`src/rtl/core/bhr_pkg.sv`:
```
package bhr_pkg;

    localparam int IMAGE_WIDTH  = 320;
    localparam int IMAGE_HEIGHT = 240;
    localparam int CORDIC_STEPS = 16;

    localparam int ANG_TABLE_LEN = 24;
    localparam int RUN_STEPS     = (CORDIC_STEPS < ANG_TABLE_LEN) ? CORDIC_STEPS : ANG_TABLE_LEN;
    localparam int STEP_W        = 5;
    localparam int ANG_LIMIT     = 25736;

    // cordic datapath: scaled operands stay below 2^45 in magnitude
    localparam int DATA_W  = 48;
    localparam int SCALE_SH = 20;
    localparam int Z_W     = 32;

    localparam int COL_HALF_W = 10;
    localparam int ROW_HALF_W = 9;

    localparam int REG_EYE_MODE  = 0;
    localparam int REG_THRESHOLD = 1;
    localparam int REG_PERIOD    = 2;

    localparam logic [1:0] MODE_LEFT  = 2'd0;
    localparam logic [1:0] MODE_RIGHT = 2'd1;
    localparam logic [1:0] MODE_BOTH  = 2'd2;

    typedef struct packed {
        logic                          ok;
        logic signed [COL_HALF_W-1:0]  col_half;
        logic signed [ROW_HALF_W-1:0]  row_half;
    } front_t;

    typedef struct packed {
        logic                      start;
        logic signed [DATA_W-1:0]  y;
        logic signed [DATA_W-1:0]  x;
    } cordic_req_t;

    typedef struct packed {
        logic                done;
        logic signed [15:0]  angle;
    } cordic_rsp_t;

    // atan(2^-i) in Q2.30
    function automatic logic [30:0] ang_q30(input logic [STEP_W-1:0] idx);
        logic [30:0] a;
        case (idx)
            5'd0:    a = 31'd843314857;
            5'd1:    a = 31'd497837829;
            5'd2:    a = 31'd263043837;
            5'd3:    a = 31'd133525159;
            5'd4:    a = 31'd67021687;
            5'd5:    a = 31'd33543516;
            5'd6:    a = 31'd16775851;
            5'd7:    a = 31'd8388437;
            5'd8:    a = 31'd4194283;
            5'd9:    a = 31'd2097149;
            5'd10:   a = 31'd1048576;
            5'd11:   a = 31'd524288;
            5'd12:   a = 31'd262144;
            5'd13:   a = 31'd131072;
            5'd14:   a = 31'd65536;
            5'd15:   a = 31'd32768;
            5'd16:   a = 31'd16384;
            5'd17:   a = 31'd8192;
            5'd18:   a = 31'd4096;
            5'd19:   a = 31'd2048;
            5'd20:   a = 31'd1024;
            5'd21:   a = 31'd512;
            5'd22:   a = 31'd256;
            5'd23:   a = 31'd128;
            default: a = 31'd0;
        endcase
        return a;
    endfunction

endpackage

```
`src/rtl/core/bhr_if.sv`:
```
interface bhr_in_if;
    logic        valid;
    logic        ready;
    logic [8:0]  left_col;
    logic [7:0]  left_row;
    logic [15:0] left_conf;
    logic [8:0]  right_col;
    logic [7:0]  right_row;
    logic [15:0] right_conf;

    modport source (
        output valid, left_col, left_row, left_conf, right_col, right_row, right_conf,
        input  ready
    );
    modport sink (
        input  valid, left_col, left_row, left_conf, right_col, right_row, right_conf,
        output ready
    );
endinterface

interface bhr_out_if;
    logic               valid;
    logic               ready;
    logic               found;
    logic signed [15:0] pan_angle;
    logic signed [15:0] tilt_angle;
    logic signed [15:0] pan_rate_angle;
    logic signed [15:0] tilt_rate_angle;

    modport source (
        output valid, found, pan_angle, tilt_angle, pan_rate_angle, tilt_rate_angle,
        input  ready
    );
    modport sink (
        input  valid, found, pan_angle, tilt_angle, pan_rate_angle, tilt_rate_angle,
        output ready
    );
endinterface

```
`src/rtl/core/blob_heading_and_rate.sv`:
```
// an item that fails the gate goes to the output register with no cordic job; one that
// passes first runs four cordic atan2 jobs in turn (pan, tilt, pan rate, tilt rate),
// each a load, 16 steps and done; the result enters the output register once it is free
// (empty, or its result taken); a new item is taken only after the last one is there
// the single shared cordic unit runs the four jobs one after another
// the next item is taken while a finished result still waits at the output register
// reset: asynchronous active low; eye_mode 2, conf_threshold 32768, period_us 33333,
// stored positions and held angles zero
module blob_heading_and_rate (
    input  logic        clk,
    input  logic        rst_n,
    bhr_in_if.sink      item,
    bhr_out_if.source   result,
    input  logic        cfg_wen,
    input  logic [1:0]  cfg_index,
    input  logic [19:0] cfg_data
);
    import bhr_pkg::*;

    typedef enum logic [3:0] {
        S_IDLE    = 4'b0001,
        S_START   = 4'b0010,
        S_WAIT    = 4'b0100,
        S_DELIVER = 4'b1000
    } state_t;

    state_t state_reg;

    logic [1:0]  eye_mode_reg;
    logic [15:0] threshold_reg;
    logic [19:0] period_reg;

    logic                         ok_reg;
    logic signed [COL_HALF_W-1:0] col_reg;
    logic signed [ROW_HALF_W-1:0] row_reg;
    logic signed [COL_HALF_W-1:0] prev_col_reg;
    logic signed [ROW_HALF_W-1:0] prev_row_reg;
    logic [1:0]                   job_reg;
    logic signed [15:0]           ang_reg [4];
    logic signed [15:0]           held_reg [4];

    logic               out_valid_reg;
    logic               out_found_reg;
    logic signed [15:0] out_ang_reg [4];

    front_t      front;
    cordic_req_t req;
    cordic_rsp_t rsp;

    logic signed [COL_HALF_W:0] dcol;
    logic signed [COL_HALF_W:0] drow;
    logic signed [COL_HALF_W:0] dsel;
    logic signed [26:0]         rate_y;
    logic [19:0]                per_eff;
    logic [23:0]                rate_x;
    logic signed [26:0]         y_small;
    logic [23:0]                x_small;
    logic                       out_free;

    bhr_front u_front (
        .left_col       (item.left_col),
        .left_row       (item.left_row),
        .left_conf      (item.left_conf),
        .right_col      (item.right_col),
        .right_row      (item.right_row),
        .right_conf     (item.right_conf),
        .eye_mode       (eye_mode_reg),
        .conf_threshold (threshold_reg),
        .front          (front)
    );

    bhr_cordic u_cordic (
        .clk   (clk),
        .rst_n (rst_n),
        .req   (req),
        .rsp   (rsp)
    );

    // operands of the current job: pan, tilt, pan rate, tilt rate
    always_comb
    begin
        dcol    = (COL_HALF_W+1)'(col_reg) - (COL_HALF_W+1)'(prev_col_reg);
        drow    = (COL_HALF_W+1)'(row_reg) - (COL_HALF_W+1)'(prev_row_reg);
        dsel    = job_reg[0] ? drow : dcol;
        rate_y  = 27'(dsel) * 27'sd20000;
        per_eff = (period_reg == 20'd0) ? 20'd1 : period_reg;
        rate_x  = {4'b0000, per_eff} * 24'd9;

        case (job_reg)
            2'd0:
            begin
                y_small = 27'(col_reg);
                x_small = 24'd450;
            end
            2'd1:
            begin
                y_small = 27'(row_reg);
                x_small = 24'd450;
            end
            default:
            begin
                y_small = rate_y;
                x_small = rate_x;
            end
        endcase

        req.start = (state_reg == S_START);
        req.y     = DATA_W'(y_small) <<< SCALE_SH;
        req.x     = $signed({4'b0000, x_small, 20'b0});
    end

    assign out_free   = !out_valid_reg || result.ready;
    assign item.ready = (state_reg == S_IDLE);

    assign result.valid           = out_valid_reg;
    assign result.found           = out_found_reg;
    assign result.pan_angle       = out_ang_reg[0];
    assign result.tilt_angle      = out_ang_reg[1];
    assign result.pan_rate_angle  = out_ang_reg[2];
    assign result.tilt_rate_angle = out_ang_reg[3];

    always_ff @(posedge clk or negedge rst_n)
    begin
        if (!rst_n)
        begin
            eye_mode_reg  <= MODE_BOTH;
            threshold_reg <= 16'd32768;
            period_reg    <= 20'd33333;
        end
        else if (cfg_wen)
        begin
            case (cfg_index)
                2'(REG_EYE_MODE):  eye_mode_reg  <= cfg_data[1:0];
                2'(REG_THRESHOLD): threshold_reg <= cfg_data[15:0];
                2'(REG_PERIOD):    period_reg    <= cfg_data;
                default:           ;
            endcase
        end
    end

    always_ff @(posedge clk or negedge rst_n)
    begin
        if (!rst_n)
        begin
            state_reg     <= S_IDLE;
            out_valid_reg <= 1'b0;
            job_reg       <= 2'd0;
            prev_col_reg  <= '0;
            prev_row_reg  <= '0;
            for (int k = 0; k < 4; k++)
                held_reg[k] <= '0;
        end
        else
        begin
            if (state_reg == S_DELIVER && out_free)
                out_valid_reg <= 1'b1;
            else if (result.valid && result.ready)
                out_valid_reg <= 1'b0;

            case (state_reg)
                S_IDLE:
                begin
                    if (item.valid)
                    begin
                        job_reg   <= 2'd0;
                        state_reg <= front.ok ? S_START : S_DELIVER;
                    end
                end
                S_START:
                begin
                    state_reg <= S_WAIT;
                end
                S_WAIT:
                begin
                    if (rsp.done)
                    begin
                        job_reg   <= job_reg + 2'd1;
                        state_reg <= (job_reg == 2'd3) ? S_DELIVER : S_START;
                    end
                end
                S_DELIVER:
                begin
                    if (out_free)
                    begin
                        state_reg <= S_IDLE;
                        if (ok_reg)
                        begin
                            prev_col_reg <= col_reg;
                            prev_row_reg <= row_reg;
                            for (int k = 0; k < 4; k++)
                                held_reg[k] <= ang_reg[k];
                        end
                    end
                end
                default:
                begin
                    state_reg <= S_IDLE;
                end
            endcase
        end
    end

    // payload registers
    always_ff @(posedge clk)
    begin
        if (state_reg == S_IDLE && item.valid)
        begin
            ok_reg  <= front.ok;
            col_reg <= front.col_half;
            row_reg <= front.row_half;
        end
        if (state_reg == S_WAIT && rsp.done)
            ang_reg[job_reg] <= rsp.angle;
        if (state_reg == S_DELIVER && out_free)
        begin
            out_found_reg <= ok_reg;
            for (int k = 0; k < 4; k++)
                out_ang_reg[k] <= ok_reg ? ang_reg[k] : held_reg[k];
        end
    end

endmodule

```
`src/rtl/core/bhr_front.sv`:
```
module bhr_front (
    input  logic [8:0]       left_col,
    input  logic [7:0]       left_row,
    input  logic [15:0]      left_conf,
    input  logic [8:0]       right_col,
    input  logic [7:0]       right_row,
    input  logic [15:0]      right_conf,
    input  logic [1:0]       eye_mode,
    input  logic [15:0]      conf_threshold,
    output bhr_pkg::front_t  front
);
    import bhr_pkg::*;

    localparam logic [8:0] COL_MAX = 9'(IMAGE_WIDTH - 1);
    localparam logic [7:0] ROW_MAX = 8'(IMAGE_HEIGHT - 1);

    logic [8:0]         lc;
    logic [8:0]         rc;
    logic [7:0]         lr;
    logic [7:0]         rr;
    logic               lok;
    logic               rok;
    logic signed [11:0] col_sum;
    logic signed [10:0] row_sum;

    always_comb
    begin
        lc  = (left_col > COL_MAX) ? COL_MAX : left_col;
        rc  = (right_col > COL_MAX) ? COL_MAX : right_col;
        lr  = (left_row > ROW_MAX) ? ROW_MAX : left_row;
        rr  = (right_row > ROW_MAX) ? ROW_MAX : right_row;
        lok = left_conf > conf_threshold;
        rok = right_conf > conf_threshold;

        case (eye_mode)
            MODE_LEFT:
            begin
                front.ok = lok;
                col_sum  = $signed({2'b00, lc, 1'b0});
                row_sum  = $signed({2'b00, lr, 1'b0});
            end
            MODE_RIGHT:
            begin
                front.ok = rok;
                col_sum  = $signed({2'b00, rc, 1'b0});
                row_sum  = $signed({2'b00, rr, 1'b0});
            end
            default:
            begin
                // unused mode code behaves as both
                front.ok = lok && rok;
                col_sum  = $signed({3'b000, lc}) + $signed({3'b000, rc});
                row_sum  = $signed({3'b000, lr}) + $signed({3'b000, rr});
            end
        endcase

        col_sum = col_sum - 12'(IMAGE_WIDTH);
        row_sum = row_sum - 11'(IMAGE_HEIGHT);
        front.col_half = col_sum[COL_HALF_W-1:0];
        front.row_half = row_sum[ROW_HALF_W-1:0];
    end

endmodule

```
`src/rtl/core/bhr_cordic.sv`:
```
module bhr_cordic (
    input  logic                  clk,
    input  logic                  rst_n,
    input  bhr_pkg::cordic_req_t  req,
    output bhr_pkg::cordic_rsp_t  rsp
);
    import bhr_pkg::*;

    localparam logic [STEP_W-1:0] LAST_STEP = STEP_W'(RUN_STEPS - 1);

    logic signed [DATA_W-1:0] x_reg;
    logic signed [DATA_W-1:0] y_reg;
    logic signed [Z_W-1:0]    z_reg;
    logic [STEP_W-1:0]        step_reg;
    logic                     busy_reg;
    logic                     done_reg;

    logic signed [DATA_W-1:0] dx;
    logic signed [DATA_W-1:0] dy;
    logic signed [Z_W-1:0]    ang;
    logic signed [Z_W:0]      z_round;
    logic signed [Z_W:0]      z_q14;

    assign dx  = y_reg >>> step_reg;
    assign dy  = x_reg >>> step_reg;
    assign ang = $signed({1'b0, ang_q30(step_reg)});

    always_ff @(posedge clk or negedge rst_n)
    begin
        if (!rst_n)
        begin
            busy_reg <= 1'b0;
            done_reg <= 1'b0;
        end
        else
        begin
            done_reg <= 1'b0;
            if (req.start)
            begin
                busy_reg <= 1'b1;
            end
            else if (busy_reg && step_reg == LAST_STEP)
            begin
                busy_reg <= 1'b0;
                done_reg <= 1'b1;
            end
        end
    end

    // micro-rotation, direction from the sign of y before the step
    always_ff @(posedge clk)
    begin
        if (req.start)
        begin
            x_reg    <= req.x;
            y_reg    <= req.y;
            z_reg    <= '0;
            step_reg <= '0;
        end
        else if (busy_reg)
        begin
            if (!y_reg[DATA_W-1])
            begin
                x_reg <= x_reg + dx;
                y_reg <= y_reg - dy;
                z_reg <= z_reg + ang;
            end
            else
            begin
                x_reg <= x_reg - dx;
                y_reg <= y_reg + dy;
                z_reg <= z_reg - ang;
            end
            step_reg <= step_reg + 1'b1;
        end
    end

    // round Q2.30 to Q2.14 and clamp
    always_comb
    begin
        z_round = (Z_W+1)'(z_reg) + 33'sd32768;
        z_q14   = z_round >>> 16;
        if (z_q14 > 33'sd25736)
            rsp.angle = 16'sd25736;
        else if (z_q14 < -33'sd25736)
            rsp.angle = -16'sd25736;
        else
            rsp.angle = z_q14[15:0];
        rsp.done = done_reg;
    end

endmodule

```
`src/flat_wrapper.sv`:
```
// flat-port wrapper written by rule: the top's interface ports become plain ports
module blob_heading_and_rate_flat import bhr_pkg::*;
  (clk, rst_n, cfg_wen, cfg_index, cfg_data, item_valid, item_left_col, item_left_row, item_left_conf, item_right_col, item_right_row, item_right_conf, item_ready, result_valid, result_found, result_pan_angle, result_tilt_angle, result_pan_rate_angle, result_tilt_rate_angle, result_ready);
  bhr_in_if item_i ();
  bhr_out_if result_i ();
  input  logic clk;
  input  logic rst_n;
  input  logic cfg_wen;
  input  logic [1:0] cfg_index;
  input  logic [19:0] cfg_data;
  input wire logic [$bits(item_i.valid)-1:0] item_valid;
  input wire logic [$bits(item_i.left_col)-1:0] item_left_col;
  input wire logic [$bits(item_i.left_row)-1:0] item_left_row;
  input wire logic [$bits(item_i.left_conf)-1:0] item_left_conf;
  input wire logic [$bits(item_i.right_col)-1:0] item_right_col;
  input wire logic [$bits(item_i.right_row)-1:0] item_right_row;
  input wire logic [$bits(item_i.right_conf)-1:0] item_right_conf;
  output wire logic [$bits(item_i.ready)-1:0] item_ready;
  output wire logic [$bits(result_i.valid)-1:0] result_valid;
  output wire logic [$bits(result_i.found)-1:0] result_found;
  output wire logic [$bits(result_i.pan_angle)-1:0] result_pan_angle;
  output wire logic [$bits(result_i.tilt_angle)-1:0] result_tilt_angle;
  output wire logic [$bits(result_i.pan_rate_angle)-1:0] result_pan_rate_angle;
  output wire logic [$bits(result_i.tilt_rate_angle)-1:0] result_tilt_rate_angle;
  input wire logic [$bits(result_i.ready)-1:0] result_ready;
  assign item_i.valid = item_valid;
  assign item_i.left_col = item_left_col;
  assign item_i.left_row = item_left_row;
  assign item_i.left_conf = item_left_conf;
  assign item_i.right_col = item_right_col;
  assign item_i.right_row = item_right_row;
  assign item_i.right_conf = item_right_conf;
  assign item_ready = item_i.ready;
  assign result_valid = result_i.valid;
  assign result_found = result_i.found;
  assign result_pan_angle = result_i.pan_angle;
  assign result_tilt_angle = result_i.tilt_angle;
  assign result_pan_rate_angle = result_i.pan_rate_angle;
  assign result_tilt_rate_angle = result_i.tilt_rate_angle;
  assign result_i.ready = result_ready;
  blob_heading_and_rate u_core (.clk(clk), .rst_n(rst_n), .item(item_i), .result(result_i), .cfg_wen(cfg_wen), .cfg_index(cfg_index), .cfg_data(cfg_data));
endmodule
```
`config.mk`:
```
export PLATFORM = sky130hd
export DESIGN_NAME = blob_heading_and_rate_flat
export DESIGN_NICKNAME = d
export VERILOG_FILES = /design/src/rtl/core/bhr_pkg.sv /design/src/rtl/core/bhr_if.sv /design/src/rtl/core/blob_heading_and_rate.sv /design/src/rtl/core/bhr_front.sv /design/src/rtl/core/bhr_cordic.sv /design/src/flat_wrapper.sv
export SDC_FILE = /design/constraint.sdc
export NUM_CORES = 2
export LEC_CHECK = 0
export BUFFER_PORTS_ARGS = -buffer_cell sky130_fd_sc_hd__buf_2
export CORE_ASPECT_RATIO = 0.6
export CORE_MARGIN = 2
export CORE_UTILIZATION = 55
export DETAILED_ROUTE_END_ITERATION = 7
export PLACE_DENSITY_LB_ADDON = 0.12
export SYNTH_ARGS = -nofsm -noshare
export SYNTH_HDL_FRONTEND = slang
export SYNTH_SLANG_ARGS = --single-unit
```
`constraint.sdc`:
```
create_clock -name clk -period 8.6 [get_ports clk]
set_input_delay 1.29 -clock clk [delete_from_list [all_inputs] [get_ports clk]]
set_output_delay 1.29 -clock clk [all_outputs]
set_load 0.05 [all_outputs]
```
# Word level (Yosys, flattened, before mapping)
# Memories as Yosys holds them, arrays and structs flattened. A register that Yosys moved wholly into a read port is not among the register bits.
# Index checks and enable logic that the tools add are counted.
word_totals:
  register_bits: 284
  ramBits: 128
  mem_bits_ro: 960
  in_bits: 93
  out_inout_bits: 67
  word_cells: 135
  mem_count: 3
memory_table:
  columns: ["name", "depth", "width", "rd", "rd_clocked_by_memory_dff", "write_ports", "line_no", "source"]
  rows:
  - ["(name not given)", 32, 30, 1, 1, 0, "bhr_pkg.sv:48", "case (idx)"]
  - ["u_core.ang_reg", 4, 16, 4, 0, 1, "blob_heading_and_rate.sv:39", "logic signed [15:0] ang_reg [4];"]
  - ["u_core.out_ang_reg", 4, 16, 4, 0, 4, "blob_heading_and_rate.sv:44", "logic signed [15:0] out_ang_reg [4];"]
op_classes:
  n_addsub: 15
  n_mul: 2
  order_cmp: 8
  eq_ne: 13
  shifts: 2
  mux: 45
  reduce_logical: 23
op_table:
  columns: ["operator", "count"]
  rows:
  - ["2-to-1 mux 48 bit", 4]
  - ["adder 48 bit", 2]
  - ["2-to-1 mux 16 bit", 6]
  - [">>> shifter 48 x 5 -> 48 bit", 2]
  - ["subtractor 48 bit", 2]
  - ["2-to-1 mux 44 bit", 2]
  - ["case mux 27 bit (2 select lines)", 1]
  - ["adder 32 x 17 -> 33 bit (second input constant)", 1]
  - ["adder 32 bit", 1]
  - ["greater-than comparator 16 bit", 2]
  - ["2-to-1 mux 32 bit", 1]
  - ["subtractor 32 bit", 1]
  - ["multiplier 20 x 4 -> 24 bit (second input constant)", 1]
  - ["2-to-1 mux 24 bit", 1]
  - ["multiplier 11 x 11 -> 22 bit (second input constant)", 1]
  - ["zero test 20 bit", 1]
  - ["2-to-1 mux 20 bit", 1]
  - ["2-to-1 mux 4 bit", 5]
  - ["case mux 10 bit (2 select lines)", 1]
  - ["greater-than comparator 9 bit (second input constant)", 2]
  - ["2-to-1 mux 9 bit", 2]
  - ["case mux 9 bit (2 select lines)", 1]
  - ["greater-than comparator 17 x 16 -> 1 bit (second input constant)", 1]
  - ["less-than comparator 17 x 16 -> 1 bit (second input constant)", 1]
  - ["other kinds (34)", 65]

# Longest topological paths before layout
depth:
  depth_word: 6
  ltp_mapped: 34
  ltp_nobuf: 32

# Modules after synthesis
# A second synthesis with hierarchy kept.
hier_totals:
  hier_cells: 4365
  hier_area_um2: 41365.9
by_module_without_submodules:
  columns: ["module", "n_inst", "cells_per_inst", "area_per_inst_um2", "seq_area_each_um2"]
  rows:
  - ["bhr_cordic", 1, 2943, 24309.6, 4274.1]
  - ["blob_heading_and_rate", 1, 1105, 14791.7, 7688.6]
  - ["bhr_front", 1, 317, 2264.7, 0.0]

# Worst setup path after synthesis
# OpenSTA, ideal clock, no wires.
synth_timing:
  path_kind: "flip-flop to flip-flop"
  startpoint: "register u_core.col_reg[0]"
  endpoint: "register u_core.u_cordic.y_reg[43] (data pin)"
  setup_ns: 0.270
  arrival_ns: 6.590
  required_ns: 8.330
  path_slack_ns: 1.740
  path_stages_with_launch: 29
  n_path_buf: 0
  synth_period_minus_slack_ns: 6.860
  cell_sequence: "edfxtp_1 > inv_1 > ha_1 > inv_1 > fa_1 > a21o_1 > a21oi_1 > o21ai_0 > a21oi_1 > o21bai_1 > a21oi_1 > xnor2_1 > nor2_1 > a21oi_1 > ha_1 > ha_1 > fa_1 > inv_1 > fa_1 > fa_1 > inv_1 > ha_1 > a2111o_1 > a41o_1 > a21o_1 > a21oi_1 > xor2_1 > o21ai_0 > or3b_2"
synth_via:
  elab_chain_cells: 5
synth_rtl:
  columns: ["element", "line_no", "source"]
  rows:
  - ["start: declaration", "blob_heading_and_rate.sv:34", "logic signed [COL_HALF_W-1:0] col_reg;"]
  - ["start signal: assignment", "blob_heading_and_rate.sv:209", "col_reg <= front.col_half;"]
  - ["subtractor 10 x 10 -> 11 bit", "blob_heading_and_rate.sv:82", "dcol = (COL_HALF_W+1)'(col_reg) - (COL_HALF_W+1)'(prev_col_reg);"]
  - ["2-to-1 mux 11 bit", "blob_heading_and_rate.sv:84", "dsel = job_reg[0] ? drow : dcol;"]
  - ["multiplier 11 x 11 -> 22 bit", "blob_heading_and_rate.sv:85", "rate_y = 27'(dsel) * 27'sd20000;"]
  - ["case mux 27 bit (2 select lines)", "blob_heading_and_rate.sv:89", "case (job_reg)"]
  - ["2-to-1 mux 48 bit", "bhr_cordic.sv:53", "if (req.start)"]
  - ["end signal: assignment", "bhr_cordic.sv:56", "y_reg <= req.y;"]
  - ["end signal: assignment", "bhr_cordic.sv:65", "y_reg <= y_reg - dy;"]
  - ["end signal: assignment", "bhr_cordic.sv:71", "y_reg <= y_reg + dy;"]
  - ["end: declaration", "bhr_cordic.sv:12", "logic signed [DATA_W-1:0] y_reg;"]
# No other way between the ends.
# A chain may end at the register's enable or synchronous reset.

# Worst setup path in the final report
layout_timing:
  startpoint: "register u_core.u_cordic.step_reg[3]"
  endpoint: "register u_core.u_cordic.x_reg[41] (data pin)"
layout_via:
  elab_chain_cells: 5
  elab_cells_between_ends: 6
  cone_classes: "add/sub (2); shift (1); mux (3)"
layout_rtl:
  columns: ["element", "line_no", "source"]
  rows:
  - ["start: declaration", "bhr_cordic.sv:14", "logic [STEP_W-1:0] step_reg;"]
  - ["start signal: assignment", "bhr_cordic.sv:74", "step_reg <= step_reg + 1'b1;"]
  - [">>> shifter 48 x 5 -> 48 bit *", "bhr_cordic.sv:24", "assign dx = y_reg >>> step_reg;"]
  - ["adder 48 bit / subtractor 48 bit (equally long branches)", "bhr_cordic.sv:64, bhr_cordic.sv:70", null]
  - ["2-to-1 mux 48 bit *", "bhr_cordic.sv:62", "if (!y_reg[DATA_W-1])"]
  - ["2-to-1 mux 44 bit *", "bhr_cordic.sv:60", "else if (busy_reg)"]
  - ["2-to-1 mux 44 bit *", "bhr_cordic.sv:53", null]
  - ["end signal: assignment", "bhr_cordic.sv:55", "x_reg <= req.x;"]
  - ["end signal: assignment", "bhr_cordic.sv:64", "x_reg <= x_reg + dx;"]
  - ["end signal: assignment", "bhr_cordic.sv:70", "x_reg <= x_reg - dx;"]
  - ["end: declaration", "bhr_cordic.sv:11", "logic signed [DATA_W-1:0] x_reg;"]
# Mark *: on every way between the ends. The rest lies on a longest branch, timed or not. The select of a mux whose other input is x is not followed.

==> results.yml <==
global_route:
  grt_pass1_wl_um: 193200
  grtUsageTotal_pct: 33.11
  grt_max_degree: 119
  antenna_found_initial: 4
  grt_pass1_vias: 31092
  grt_overflow: 0
place:
  dp_hpwl_um: 96440
  placed_cells: 5108
  place_ws_ns: 0.9591
  port_buffers: 159
  place_area_mm2: 0.04162
  gp_congestion: 1.079
hold_path:
  min_path_cells: 2
  worstHoldEndpoint: "u_core.u_cordic.z_reg[0]"
  min_path_type: "register to register"
  holdCritStartpoint: "u_core.u_cordic.z_reg[0]"
route:
  viasPerCell: 6.482
  wl_per_cell_um: 24.40
  ant_nets: 0
  wl_um: 126700
  vias: 33662
  drtPass1Iterations: 7
  drc: 0
  drtIter0Drc: 4416
worst_setup_path:
  worstPathArrival_ns: 8.27
  worstSetupStartpointType: "register"
  criticalPathCategory: "register to register"
  ff2ff_path_depth: 26
  required_ns: 8.94
  cp_slowest_cell: "dfxtp_4"
  reg2reg_slack_ns: 0.66
  worstPathMaxFanout: 58
  r2r-start: "u_core.u_cordic.step_reg[3]"
  critPathMaxStageDelay_ns: 0.88
  endpoint_kind: "register"
  reg2reg_to: "u_core.u_cordic.x_reg[41]"
logic_synthesis:
  synth_nets: 4572
  avgSynthCellArea_um2: 9.712
  synth_area_mm2: 0.04016
  ys_seq_elements: 442
  synth_cell_type_count: 107
  synth-edff-count: 201
  synth_flop_cell: "edfxtp_1"
  netlist_instances: 4135
  async_flop_share_pct: 29.41
  yosysSeqAreaShare_pct: 28.69
  synth_warnings: 0
cells_and_area:
  area_delta_synth_final_pct: 7.352
  final_util_pct: 59.89
  fin_cells: 5193
  final_cell_mix: "307 x nor2_1, 307 x ha_1, 301 x a21oi_1"
  final_net_count: 4617
  design_area_mm2: 0.04311
  drive_above_1_share_pct: 18.28
pwr:
  power.density_mw_per_mm2: 414.3
  vdd_ir_drop_max_mv: 0.2913
  p_leak_nw: 18.54
  p_total_mw: 17.86
timing:
  finClkSkew_ns: 0.02998
  finalSetupViolCount: 0
  worst_slack_ns: 0.6636
  fin_crit_sh_pct: 92.28
  setup-tns-final_ns: 0
  hold_viol_final: 0
  slew_headroom_pct: 19.06
  fmax_mhz: 126.0
  worst_pin_slew_ns: 1.201
  min_period_ns: 7.936
  drv_slew: 0
  hold_ws_ns: 0.4791
  rsz0062_at_grt: "false"
floorplanning:
  io_pins: 160
  die_x_um: 352.9
  die_h_um: 213.3
  rows: 76
  design.die.area_mm2: 0.07527
  coreArea_mm2: 0.07198
  start_util_pct: 55.79
clock_network:
  cts_tree: "built"
  cts_htree_levels: 2
  ctsLongestPathBuffers: 3
  ctsHoldBuffers: 0
  cts_buffers: 45
  clk_pin_slew_ns: 0.07
  postCtsSetupBuffers: 0
  cts_resized: 0
  clkSinkCount: 442
  clock_latency_ns: 0.63
  clockRootBuffer: "clkbuf_16"
flow_run:
  maxCapViolCount: 0
status:
  status: "finished clean"
## cell type report
cell class / count / area (um2)
timing repair buffer: 232 / 1400
fill: 6246 / 28870
sequential: 442 / 11540
antenna: 1 / 2.502
multi-input combinational: 3252 / 26680
tap: 975 / 1220
inverter: 207 / 777.0
clock buffer: 65 / 1271
clock inverter: 19 / 219.0
## where the power goes
part / switching (mW) / internal [mW] / total (mW)
clock network: 0.918 / 1.11 / 2.02
logic: 6.76 / 5.20 / 12.0
registers: 0.877 / 2.99 / 3.87
total: 8.56 / 9.30 / 17.9
## routing by layer
metal  track usage (%)  vias to the layer above  part of all wire, %
met5            0.3750                        -                0.085
met4             5.600                        2                  1.6
met3             13.43                      175                   14
met2             41.03                     1794                   36
met1             52.47                    16224                   48
li1                  -                    15467                    -
## Yosys cell counts, types with 111 or more instances
cell type | instances | area, um2
nor2_1 | 308 | 1156
ha_1 | 307 | 3841
a21oi_1 | 301 | 1506
mux2_2 | 264 | 2973
nand2_1 | 231 | 867.1
inv_1 | 204 | 765.7
edfxtp_1 | 201 | 6036
o21ai_0 | 190 | 950.9
xnor2_1 | 188 | 1647
mux2i_1 | 165 | 1652
clkbuf_1 | 140 | 525.5
mux4_2 | 126 | 2838
dfrtp_1 | 121 | 3028
dfxtp_1 | 111 | 2222
## worst max path at each step
stage / from / endpoint / slack (ns)
floorplan: u_core.col_reg[0] / u_core.u_cordic.y_reg[43] / 1.74
global placement: u_core.u_cordic.step_reg[1] / u_core.u_cordic.y_reg[43] / 1.12
CTS: u_core.u_cordic.step_reg[1] / u_core.u_cordic.y_reg[44] / 0.93
finish: u_core.u_cordic.step_reg[3] / u_core.u_cordic.x_reg[41] / 0.66
global route: u_core.u_cordic.step_reg[3] / u_core.u_cordic.x_reg[41] / 0.13
detailed placement: u_core.u_cordic.step_reg[1] / u_core.u_cordic.y_reg[44] / 0.96
## cell families (layout without fill, tap and decap cells)
kind of cell             after synthesis  count (layout)  share of synthesized area [%]
AO/OA/AOI/OAI                       1036            1036                          16.82
XOR/XNOR                             298             298                          6.499
adder cells (fa/ha/maj)              344             344                          11.41
buffers and inverters                441             523                          4.972
flip-flops                           442             442                          28.69
multiplexers                         562             562                          18.94
other                                  0               1                              0
AND/OR/NAND/NOR                     1012            1012                          12.68
## worst max-delay path, delay by kind of cell, from the launching register on
kind	cells	cell delay, ns
AND/OR/NAND/NOR	6	1.11
adder cells (fa/ha/maj)	2	0.54
multiplexers	2	0.86
XOR/XNOR	2	0.33
AO/OA/AOI/OAI	12	3.48
buffers and inverters	2	0.41
flip-flops	1	0.88
Note: power is estimated with default switching activity, not from simulation.
